## config.mk

```make
export PLATFORM = sky130hd
export DESIGN_NAME = beat_detect_led_group_driver
export DESIGN_NICKNAME = d
export VERILOG_FILES = /design/src/rtl/bdl_pkg.sv /design/src/rtl/bdl_regs.sv /design/src/rtl/bdl_front.sv /design/src/rtl/bdl_fifo.sv /design/src/rtl/bdl_back.sv /design/src/rtl/beat_detect_led_group_driver.sv
export SDC_FILE = /design/constraint.sdc
export NUM_CORES = 2
export LEC_CHECK = 0
export BUFFER_PORTS_ARGS = -buffer_cell sky130_fd_sc_hd__clkbuf_2
export CAP_MARGIN = 20
export CORE_MARGIN = 1
export CORE_UTILIZATION = 45
export CTS_CLUSTER_SIZE = 24
export DETAILED_ROUTE_END_ITERATION = 10
export MAX_ROUTING_LAYER = met4
export PLACE_DENSITY = 0.6
export SLEW_MARGIN = 0
export SYNTH_ARGS = -nofsm -noshare
export SYNTH_HDL_FRONTEND = slang
export SYNTH_HIERARCHICAL = 1
export SYNTH_SLANG_ARGS = --single-unit
```

## constraint.sdc

```tcl
create_clock -name clk -period 19.2 [get_ports clk]
set_input_delay 0.96 -clock clk [delete_from_list [all_inputs] [get_ports clk]]
set_output_delay 0.96 -clock clk [all_outputs]
set_load 0.1 [all_outputs]
```

## src/rtl/bdl_pkg.sv

```systemverilog
package bdl_pkg;

	localparam int NUM_GROUPS_DEF = 3;
	localparam int Q_DEPTH_DEF    = 2;

	localparam int GL_W   = 8;
	localparam int BG_W   = 28;
	localparam int ADDR_W = 5;

	localparam logic [2:0] MODE_NONE   = 3'd0;
	localparam logic [2:0] MODE_ALL    = 3'd1;
	localparam logic [2:0] MODE_ORDER  = 3'd2;
	localparam logic [2:0] MODE_RANDOM = 3'd3;
	localparam logic [2:0] MODE_STACK  = 3'd4;

	localparam logic [2:0] REG_MODE        = 3'd0;
	localparam logic [2:0] REG_SENSITIVITY = 3'd1;
	localparam logic [2:0] REG_SMOOTHING   = 3'd2;
	localparam logic [2:0] REG_DEBOUNCE    = 3'd3;
	localparam logic [2:0] REG_PULSE       = 3'd4;

	localparam logic [11:0] SENSITIVITY_RST = 12'd384;
	localparam logic [15:0] SMOOTHING_RST   = 16'd64881;
	localparam logic [15:0] DEBOUNCE_RST    = 16'd250;
	localparam logic [15:0] PULSE_RST       = 16'd150;

	localparam logic [11:0] MIDSCALE = 12'd2048;

	localparam logic [15:0] LFSR_SEED = 16'hACE1;
	localparam logic [15:0] LFSR_TAPS = 16'hB400;

	typedef struct packed {
		logic [2:0]  mode;
		logic [11:0] sensitivity;
		logic [15:0] smoothing;
		logic [15:0] debounce_ms;
		logic [15:0] pulse_ms;
	} bdl_cfg_t;

	typedef struct packed {
		logic [11:0] level;
		logic [31:0] time_ms;
	} bdl_item_t;

	typedef enum logic [2:0] {
		ST_IDLE,
		ST_MUL,
		ST_SUM,
		ST_CMP,
		ST_COMMIT
	} bdl_state_t;

	function automatic logic [GL_W-1:0] group_bit(input logic [2:0] g);
		return GL_W'(1) << g;
	endfunction

	// Galois form, right shift
	function automatic logic [15:0] lfsr_step(input logic [15:0] v);
		logic [15:0] r;
		r = v >> 1;
		if (v[0]) begin
			r = r ^ LFSR_TAPS;
		end
		return r;
	endfunction

endpackage

```

## src/rtl/bdl_regs.sv

```systemverilog
module bdl_regs
	import bdl_pkg::*;
(
	input  logic              clk,
	input  logic              arst_n,
	input  logic              psel,
	input  logic              penable,
	input  logic              pwrite,
	input  logic [ADDR_W-1:0] paddr,
	input  logic [31:0]       pwdata,
	output logic [31:0]       prdata,
	output logic              pready,
	output bdl_cfg_t          cfg
);

	bdl_cfg_t    cfg_q;
	logic [2:0]  idx;

	assign idx    = paddr[ADDR_W-1:2];
	assign pready = 1'b1;
	assign cfg    = cfg_q;

	always_ff @(posedge clk or negedge arst_n) begin
		if (!arst_n) begin
			cfg_q.mode        <= MODE_NONE;
			cfg_q.sensitivity <= SENSITIVITY_RST;
			cfg_q.smoothing   <= SMOOTHING_RST;
			cfg_q.debounce_ms <= DEBOUNCE_RST;
			cfg_q.pulse_ms    <= PULSE_RST;
		end else if (psel && penable && pwrite) begin
			case (idx)
				REG_MODE:        cfg_q.mode        <= pwdata[2:0];
				REG_SENSITIVITY: cfg_q.sensitivity <= pwdata[11:0];
				REG_SMOOTHING:   cfg_q.smoothing   <= pwdata[15:0];
				REG_DEBOUNCE:    cfg_q.debounce_ms <= pwdata[15:0];
				REG_PULSE:       cfg_q.pulse_ms    <= pwdata[15:0];
				default: ;
			endcase
		end
	end

	always_comb begin
		case (idx)
			REG_MODE:        prdata = {29'b0, cfg_q.mode};
			REG_SENSITIVITY: prdata = {20'b0, cfg_q.sensitivity};
			REG_SMOOTHING:   prdata = {16'b0, cfg_q.smoothing};
			REG_DEBOUNCE:    prdata = {16'b0, cfg_q.debounce_ms};
			REG_PULSE:       prdata = {16'b0, cfg_q.pulse_ms};
			default:         prdata = 32'b0;
		endcase
	end

endmodule

```

## src/rtl/bdl_front.sv

```systemverilog
module bdl_front
	import bdl_pkg::*;
(
	input  logic        s_tvalid,
	output logic        s_tready,
	input  logic [47:0] s_tdata,
	input  logic        q_full,
	output logic        q_push,
	output bdl_item_t   q_item
);

	logic [11:0] sample;

	assign sample   = s_tdata[11:0];
	assign s_tready = !q_full;
	assign q_push   = s_tvalid && !q_full;

	// distance from midscale, 0..2048
	always_comb begin
		if (sample >= MIDSCALE) begin
			q_item.level = sample - MIDSCALE;
		end else begin
			q_item.level = MIDSCALE - sample;
		end
		q_item.time_ms = s_tdata[43:12];
	end

endmodule

```

## src/rtl/bdl_fifo.sv

```systemverilog
module bdl_fifo
	import bdl_pkg::*;
#(
	parameter int DEPTH = Q_DEPTH_DEF
) (
	input  logic      clk,
	input  logic      arst_n,
	input  logic      push,
	input  bdl_item_t wr_item,
	input  logic      pop,
	output bdl_item_t rd_item,
	output logic      full,
	output logic      empty
);

	localparam int PTR_W = (DEPTH > 1) ? $clog2(DEPTH) : 1;
	localparam int CNT_W = $clog2(DEPTH + 1);

	bdl_item_t        mem_q [DEPTH];
	logic [PTR_W-1:0] wr_ptr_q;
	logic [PTR_W-1:0] rd_ptr_q;
	logic [CNT_W-1:0] cnt_q;

	assign full    = (cnt_q == CNT_W'(DEPTH));
	assign empty   = (cnt_q == '0);
	assign rd_item = mem_q[rd_ptr_q];

	always_ff @(posedge clk) begin
		if (push) begin
			mem_q[wr_ptr_q] <= wr_item;
		end
	end

	always_ff @(posedge clk or negedge arst_n) begin
		if (!arst_n) begin
			wr_ptr_q <= '0;
			rd_ptr_q <= '0;
			cnt_q    <= '0;
		end else begin
			if (push) begin
				wr_ptr_q <= (wr_ptr_q == PTR_W'(DEPTH - 1)) ? '0 : wr_ptr_q + 1'b1;
			end
			if (pop) begin
				rd_ptr_q <= (rd_ptr_q == PTR_W'(DEPTH - 1)) ? '0 : rd_ptr_q + 1'b1;
			end
			if (push && !pop) begin
				cnt_q <= cnt_q + 1'b1;
			end else if (pop && !push) begin
				cnt_q <= cnt_q - 1'b1;
			end
		end
	end

endmodule

```

## src/rtl/bdl_back.sv

```systemverilog
module bdl_back
	import bdl_pkg::*;
#(
	parameter int NUM_GROUPS = NUM_GROUPS_DEF
) (
	input  logic       clk,
	input  logic       arst_n,
	input  bdl_cfg_t   cfg,
	input  logic       q_empty,
	input  bdl_item_t  q_item,
	output logic       q_pop,
	output logic       m_tvalid,
	input  logic       m_tready,
	output logic [7:0] m_tdata
);

	localparam int OC_W = (NUM_GROUPS > 2) ? $clog2(NUM_GROUPS) : 1;
	localparam int SC_W = $clog2(2 * NUM_GROUPS);
	localparam logic [GL_W-1:0] ALL_MASK = GL_W'((1 << NUM_GROUPS) - 1);
	// ceil(2^32 / NUM_GROUPS): exact quotient for any 16-bit value
	localparam logic [31:0] LFSR_RECIP =
		32'((64'h1_0000_0000 + 64'(NUM_GROUPS) - 64'd1) / 64'(NUM_GROUPS));

	bdl_state_t state_q, state_d;
	logic       commit;

	// per-item pipeline
	bdl_item_t   item_s1;
	logic [43:0] prod_bg_s2;
	logic [28:0] prod_lv_s2;
	logic [47:0] lfsr_prod_s2;
	logic [BG_W-1:0] bg_new_s3;
	logic [2:0]  lfsr_rem_s3;
	logic [39:0] thr_s4;

	// block state
	logic [BG_W-1:0] bg_q, bg_d;
	logic            primed_q, primed_d;
	logic            prev_q, prev_d;
	logic            pulse_active_q, pulse_active_d;
	logic [31:0]     pulse_start_q, pulse_start_d;
	logic [31:0]     last_beat_q, last_beat_d;
	logic [OC_W-1:0] order_q, order_d;
	logic [SC_W-1:0] stack_q, stack_d;
	logic [GL_W-1:0] lights_q, lights_d;
	logic [15:0]     lfsr_q, lfsr_d;

	logic        m_tvalid_q;
	logic [7:0]  m_tdata_q;

	logic [15:0] lfsr_next;
	logic [16:0] new_weight;
	logic [44:0] bg_sum;
	logic        detected;
	logic        trig;
	logic        start_pulse;
	logic        upd_d;
	logic        beat_d;
	logic [31:0] since_beat;
	logic [31:0] since_pulse;

	assign lfsr_next  = lfsr_step(lfsr_q);
	assign new_weight = 17'h1_0000 - {1'b0, cfg.smoothing};
	assign bg_sum     = {1'b0, prod_bg_s2} + {prod_lv_s2, 16'b0};
	assign since_beat  = item_s1.time_ms - last_beat_q;
	assign since_pulse = item_s1.time_ms - pulse_start_q;
	assign detected    = {4'b0, item_s1.level, 24'b0} > thr_s4;
	assign trig = detected && !prev_q && (since_beat > {16'b0, cfg.debounce_ms});

	always_ff @(posedge clk or negedge arst_n) begin
		if (!arst_n) begin
			state_q <= ST_IDLE;
		end else begin
			state_q <= state_d;
		end
	end

	always_comb begin
		state_d = state_q;
		q_pop   = 1'b0;
		commit  = 1'b0;
		case (state_q)
			ST_IDLE: begin
				if (!q_empty) begin
					q_pop   = 1'b1;
					state_d = ST_MUL;
				end
			end
			ST_MUL: state_d = ST_SUM;
			ST_SUM: state_d = ST_CMP;
			ST_CMP: state_d = ST_COMMIT;
			ST_COMMIT: begin
				// hold until the output register frees up
				if (!m_tvalid_q || m_tready) begin
					commit = 1'b1;
					if (!q_empty) begin
						q_pop   = 1'b1;
						state_d = ST_MUL;
					end else begin
						state_d = ST_IDLE;
					end
				end
			end
			default: state_d = ST_IDLE;
		endcase
	end

	always_ff @(posedge clk) begin
		if (q_pop) begin
			item_s1 <= q_item;
		end
		if (state_q == ST_MUL) begin
			prod_bg_s2   <= 44'(bg_q) * 44'(cfg.smoothing);
			prod_lv_s2   <= 29'(item_s1.level) * 29'(new_weight);
			lfsr_prod_s2 <= 48'(lfsr_next) * 48'(LFSR_RECIP);
		end
		if (state_q == ST_SUM) begin
			bg_new_s3   <= bg_sum[43:16];
			lfsr_rem_s3 <= 3'(lfsr_next - 16'(lfsr_prod_s2[47:32] * 16'(NUM_GROUPS)));
		end
		if (state_q == ST_CMP) begin
			thr_s4 <= 40'(bg_new_s3) * 40'(cfg.sensitivity);
		end
	end

	always_comb begin
		bg_d           = bg_q;
		primed_d       = primed_q;
		prev_d         = prev_q;
		pulse_active_d = pulse_active_q;
		pulse_start_d  = pulse_start_q;
		last_beat_d    = last_beat_q;
		order_d        = order_q;
		stack_d        = stack_q;
		lights_d       = lights_q;
		lfsr_d         = lfsr_q;
		start_pulse    = 1'b0;
		upd_d          = 1'b0;
		beat_d         = 1'b0;
		if (!primed_q) begin
			// seed only
			bg_d        = BG_W'(item_s1.level) << 16;
			last_beat_d = item_s1.time_ms;
			primed_d    = 1'b1;
		end else begin
			bg_d   = bg_new_s3;
			prev_d = detected;
			if (trig) begin
				beat_d      = 1'b1;
				last_beat_d = item_s1.time_ms;
				case (cfg.mode)
					MODE_ALL: begin
						start_pulse = 1'b1;
						lights_d    = ALL_MASK;
						upd_d       = 1'b1;
					end
					MODE_ORDER: begin
						start_pulse = 1'b1;
						lights_d    = group_bit(3'(order_q));
						order_d     = (order_q == OC_W'(NUM_GROUPS - 1)) ? '0 : order_q + 1'b1;
						upd_d       = 1'b1;
					end
					MODE_RANDOM: begin
						start_pulse = 1'b1;
						lfsr_d      = lfsr_next;
						lights_d    = group_bit(lfsr_rem_s3);
						upd_d       = 1'b1;
					end
					MODE_STACK: begin
						if (stack_q < SC_W'(NUM_GROUPS)) begin
							lights_d = lights_q | group_bit(3'(stack_q));
						end else begin
							lights_d = lights_q & ~group_bit(3'(stack_q - SC_W'(NUM_GROUPS)));
						end
						stack_d = (stack_q == SC_W'(2 * NUM_GROUPS - 1)) ? '0 : stack_q + 1'b1;
						upd_d   = 1'b1;
					end
					default: ;
				endcase
			end
			if (start_pulse) begin
				pulse_active_d = 1'b1;
				pulse_start_d  = item_s1.time_ms;
			end else if (pulse_active_q && (since_pulse > {16'b0, cfg.pulse_ms})) begin
				pulse_active_d = 1'b0;
				lights_d       = '0;
				upd_d          = 1'b1;
			end
		end
	end

	always_ff @(posedge clk or negedge arst_n) begin
		if (!arst_n) begin
			bg_q           <= '0;
			primed_q       <= 1'b0;
			prev_q         <= 1'b0;
			pulse_active_q <= 1'b0;
			pulse_start_q  <= '0;
			last_beat_q    <= '0;
			order_q        <= '0;
			stack_q        <= '0;
			lights_q       <= '0;
			lfsr_q         <= LFSR_SEED;
			m_tvalid_q     <= 1'b0;
		end else begin
			if (commit) begin
				bg_q           <= bg_d;
				primed_q       <= primed_d;
				prev_q         <= prev_d;
				pulse_active_q <= pulse_active_d;
				pulse_start_q  <= pulse_start_d;
				last_beat_q    <= last_beat_d;
				order_q        <= order_d;
				stack_q        <= stack_d;
				lights_q       <= lights_d;
				lfsr_q         <= lfsr_d;
				m_tvalid_q     <= 1'b1;
			end else if (m_tready) begin
				m_tvalid_q <= 1'b0;
			end
		end
	end

	always_ff @(posedge clk) begin
		if (commit) begin
			m_tdata_q <= {3'b0, beat_d, upd_d, lights_d[2:0]};
		end
	end

	assign m_tvalid = m_tvalid_q;
	assign m_tdata  = m_tdata_q;

`ifndef ASSERT_OFF
	a_order_range: assert property (@(posedge clk) disable iff (!arst_n)
		32'(order_q) < NUM_GROUPS)
		else $error("order counter out of range");

	a_stack_range: assert property (@(posedge clk) disable iff (!arst_n)
		32'(stack_q) < 2 * NUM_GROUPS)
		else $error("stack counter out of range");

	a_lfsr_live: assert property (@(posedge clk) disable iff (!arst_n)
		lfsr_q != '0)
		else $error("lfsr locked at zero");

	a_rem_range: assert property (@(posedge clk) disable iff (!arst_n)
		(state_q == ST_CMP) |-> (32'(lfsr_rem_s3) < NUM_GROUPS))
		else $error("random group index out of range");

	a_beat_updates: assert property (@(posedge clk) disable iff (!arst_n)
		(commit && beat_d && (cfg.mode == MODE_ALL || cfg.mode == MODE_ORDER ||
			cfg.mode == MODE_RANDOM || cfg.mode == MODE_STACK)) |=> m_tdata_q[3])
		else $error("beat in a lighting mode without strip update");
`endif

endmodule

```

## src/rtl/beat_detect_led_group_driver.sv

```systemverilog
// Beat detector for an LED strip split into groups.
// Input stream: one word per microphone sample, s_tdata[11:0] sample (midscale
// 2048) and s_tdata[43:12] timestamp in ms. Output stream: one word per sample,
// m_tdata[2:0] lit groups, [3] strip update, [4] beat accepted.
// APB port: registers mode, sensitivity, smoothing, debounce_ms, pulse_ms at
// byte addresses 0x00..0x10; write them only while no sample is in flight.
// A sample goes through a small input queue into a four-step arithmetic
// sequence (background multiply, sum, threshold multiply, decide/commit).
// Each sample passes the queue, then the sequence; its word is registered at the
// output in the commit step, where the sequencer pops the next queued sample.
// The queue keeps taking input while a finished word waits at the output.
// If the receiver stalls, the output register holds its word, the sequencer
// waits in its commit step and the queue fills, then s_tready drops.
// Reset empties the queue, clears the output, loads register defaults and
// returns the detector to its unseeded state; the first sample seeds only.
module beat_detect_led_group_driver
	import bdl_pkg::*;
#(
	parameter int NUM_GROUPS = NUM_GROUPS_DEF,
	parameter int Q_DEPTH    = Q_DEPTH_DEF
) (
	input  logic              clk,
	input  logic              arst_n,
	input  logic              s_tvalid,
	output logic              s_tready,
	input  logic [47:0]       s_tdata,   // sample[11:0], time_ms[43:12], zero[47:44]
	output logic              m_tvalid,
	input  logic              m_tready,
	output logic [7:0]        m_tdata,   // lit_groups[2:0], strip_update[3], beat_event[4]
	input  logic              psel,
	input  logic              penable,
	input  logic              pwrite,
	input  logic [ADDR_W-1:0] paddr,
	input  logic [31:0]       pwdata,
	output logic [31:0]       prdata,
	output logic              pready
);

	bdl_cfg_t  cfg;
	bdl_item_t push_item;
	bdl_item_t pop_item;
	logic      q_push;
	logic      q_pop;
	logic      q_full;
	logic      q_empty;

	bdl_regs u_regs (
		.clk     (clk),
		.arst_n  (arst_n),
		.psel    (psel),
		.penable (penable),
		.pwrite  (pwrite),
		.paddr   (paddr),
		.pwdata  (pwdata),
		.prdata  (prdata),
		.pready  (pready),
		.cfg     (cfg)
	);

	bdl_front u_front (
		.s_tvalid (s_tvalid),
		.s_tready (s_tready),
		.s_tdata  (s_tdata),
		.q_full   (q_full),
		.q_push   (q_push),
		.q_item   (push_item)
	);

	bdl_fifo #(
		.DEPTH (Q_DEPTH)
	) u_fifo (
		.clk     (clk),
		.arst_n  (arst_n),
		.push    (q_push),
		.wr_item (push_item),
		.pop     (q_pop),
		.rd_item (pop_item),
		.full    (q_full),
		.empty   (q_empty)
	);

	bdl_back #(
		.NUM_GROUPS (NUM_GROUPS)
	) u_back (
		.clk      (clk),
		.arst_n   (arst_n),
		.cfg      (cfg),
		.q_empty  (q_empty),
		.q_item   (pop_item),
		.q_pop    (q_pop),
		.m_tvalid (m_tvalid),
		.m_tready (m_tready),
		.m_tdata  (m_tdata)
	);

endmodule
```

==> metrics.txt <==
IO Pins 135; design area 0.0605 sq mm; setup TNS 0 ns; Post-CTS Setup Bufs 0; Avg Cell Area, Syn 9.97 sq um; clock-pin slew on the worst setup and hold paths 0.07 ns; share of cells above drive strength 1 8.32%; die span in y 358 um; CTS root buffer clkbuf_16; RePlAce Congestion 0.858; YS warnings 6; worst min path class in -> async; CP max-delay cell dfstp_2; unrepaired setup endpoints after global routing false; Hold Violations, Final 0; Placed Area 0.0587 sq mm; die width 358 um; Largest stage delay, worst path 1.09 ns; H-Tree Depth 2; drt first pass iters 5; minimum clock period 8.27 ns; critical path required time 19.58 ns; core area 0.126 sq mm; share of the synthesized area in the top cell type 29.4%; Post-synth top flop edfxtp_1; Post-synth ARST share 41.6%; area delta synth->final 6.05%; wirelength, routed 133000 um; number of flops mapped to enable cells by yosys 267; total track usage 22.3%; Worst-Skew Late Latency 0.66 ns; Post-CTS Resized 0; CP most frequent cell fa_1; Crit Path Class reg -> reg; Worst Tran Pin Value 1.09 ns; startpoint types register; Slew Limit Fails 0; DRT antenna net count 0; Final nets 7065; Multi-input gate area 0.0387 sq mm; Netlist cell types 100; Initial Util 45.4%; WL/cell 18.1 um; # fillers 11.9k; Mapped Cells 5715; CTS tree yes; FF/Latch Area 0.0128 sq mm; Max-slew headroom 26.9%; die area 0.128 sq mm; worst path arrival time 8.65 ns; grt ovf 0; Worst setup EP type register; post-synthesis cell area 0.0570 sq mm; worst clock skew 0.0485 ns; Detail Placement HPWL 102000 um; TritonCTS Sinks 457; Area contributors post-synth fa_1 29%, edfxtp_1 14%, ha_1 10%; final worst setup slack 10.93 ns; Synth area leader fa_1; Num CTS Buffers 52; number of global-route vias before repair 40.6k; first-pass GRT wire length 219000 um; Iter 0 DRT Violations 1912; row count 130; # setup viols final 0; status complete, no violations; Vias per Instance 5.22; DR vias 38.4k; initial antenna violation count 4; FF+latch count, synth 457; fin crit share 43.1%; Max-Cap Viols 0; maximum clock rate 0.121 GHz; sequential fraction of the synthesis area 22.5%; worst-path maximum fanout 33; Residual DRC 0; Place WS 10.98 ns; CTS Hold Buffers Added 0; port bufs 92; worst hold slack 0.288 ns; clk buf depth 3; largest net degree at the start of global routing 105
[cells by family after synthesis]
family	share of synthesized area, %
other cells	0.0198
simple gates	13.8
compound gates	6.40
buf+inv	9.73
fa+ha+maj	39.8
xor+xnor	2.74
flops	22.5
mux	5.03
[worst max-delay path, delay by kind of cell (launching register included)]
family	cells	cell delay, ns
xor+xnor	1	0.16
simple gates	4	1.03
flops	1	1.09
compound gates	9	2.30
fa+ha+maj	7	3.12
buf+inv	4	0.24
[per-stage QoR]
stage,util [%],cells
after floorplan,-,5732
after global placement,46.7,7256
after detailed placement,46.7,7258
after CTS,48.1,7356
after global routing,48.1,7359
final,48.1,7360
[synth_stat cells, types with 45 or more instances]
cell type,number
a21o_1,74
a21oi_1,140
and2_1,379
buf_4,59
clkbuf_1,187
dfrtp_1,159
edfxtp_1,267
fa_1,838
ha_1,472
inv_1,1096
mux2_2,91
mux2_4,73
nand2_1,758
nor2_1,161
nor2b_1,45
nor3_1,46
o21ai_0,119
xnor2_1,122
xor2_1,56
[placed cells by master (no fill, tap or decap), types with 10 or more instances in the layout]
cell       netlist  layout
or2_2           10      10
o211ai_1        14      14
conb_1           3      20
mux2i_1         41      41
dfstp_2         31      31
o21ai_0        119     119
fa_1           838     838
clkbuf_1       187      18
inv_1         1096    1096
nand2_1        758     758
o31ai_1         12      12
mux2_4          73      73
a221o_1         13      13
nor2_1         161     161
a31oi_1         13      13
ha_1           472     472
clkbuf_2         0      91
xor2_1          56      56
o21bai_1        19      19
xnor2_1        122     122
a211oi_1        16      16
mux2_1          30      30
and2_1         379     378
clkbuf_16        0      52
nor4_1          16      15
a21oi_1        140     140
nor2b_1         45      44
mux2_2          91      91
and3_1          15      15
nand2b_1        40      40
nand4_1         28      28
edfxtp_1       267     267
nor3_1          46      45
dfrtp_1        159     158
nand3_1         41      40
a21o_1          74      74
buf_4           59      58
o21a_1          29      29
or3_1           17      17
[per-layer routing]
| metal | up-vias | wire, um | GRT usage [%] |
|---|---|---|---|
| met2 | 738 | 66000 | 37.3 |
| met4 | 0 | 2580 | 4.54 |
| met3 | 135 | 5090 | 2.07 |
| met5 | - | 0 | - |
| li1 | 17846 | - | - |
| met1 | 19692 | 59800 | 29.4 |
[flip-flops by register name, summed over array words and instances, names as in the netlist, 2 cells and up]
signal	flops
u_back/bg_new_s3	28
u_back/bg_q	28
u_back/item_s1	44
u_back/last_beat_q	32
u_back/lfsr_prod_s2	3
u_back/lfsr_q	16
u_back/lfsr_rem_s3	3
u_back/lights_q	3
u_back/m_tdata	5
u_back/order_q	2
u_back/prod_bg_s2	28
u_back/prod_lv_s2	28
u_back/pulse_start_q	32
u_back/stack_q	3
u_back/state_q	3
u_back/thr_s4	40
u_fifo/cnt_q	2
u_fifo/mem_q	88
u_regs/cfg	63
[layout make-up]
| cell class | count | share of cell area (%) |
|---|---|---|
| clock inverters | 20 | 0.445 |
| clock buffers | 78 | 2.45 |
| repair buffers | 153 | 1.58 |
| multi-input cells | 3903 | 64.1 |
| well taps | 1650 | 3.42 |
| diodes | 3 | 0.0124 |
| flip-flops and latches | 457 | 21.2 |
| inverters | 1096 | 6.81 |
[worst paths after layout]
kind                                                       to                               from  slack [ns]  depth (start not counted)
min in group clk            u_back/pulse_active_q$_DFFE_PN0P_  u_back/pulse_active_q$_DFFE_PN0P_        0.48                          2
max                           u_back/prod_bg_s2[42]$_DFFE_PP_         u_regs/cfg[37]$_DFFE_PN1P_       10.93                         25
min                        u_back/last_beat_q[21]$_DFFE_PN0P_                             arst_n        0.29                          1
max in group asynchronous      u_back/lights_q[2]$_DFFE_PN0P_                             arst_n       17.83                          2
min reg2reg                 u_back/pulse_active_q$_DFFE_PN0P_  u_back/pulse_active_q$_DFFE_PN0P_        0.48                          2
max reg2reg                   u_back/prod_bg_s2[42]$_DFFE_PP_         u_regs/cfg[37]$_DFFE_PN1P_       10.93                         25
Power is left out: the tool's default activity adds up to more than one toggle a clock period on the data nets, which glitch-free logic cannot reach.
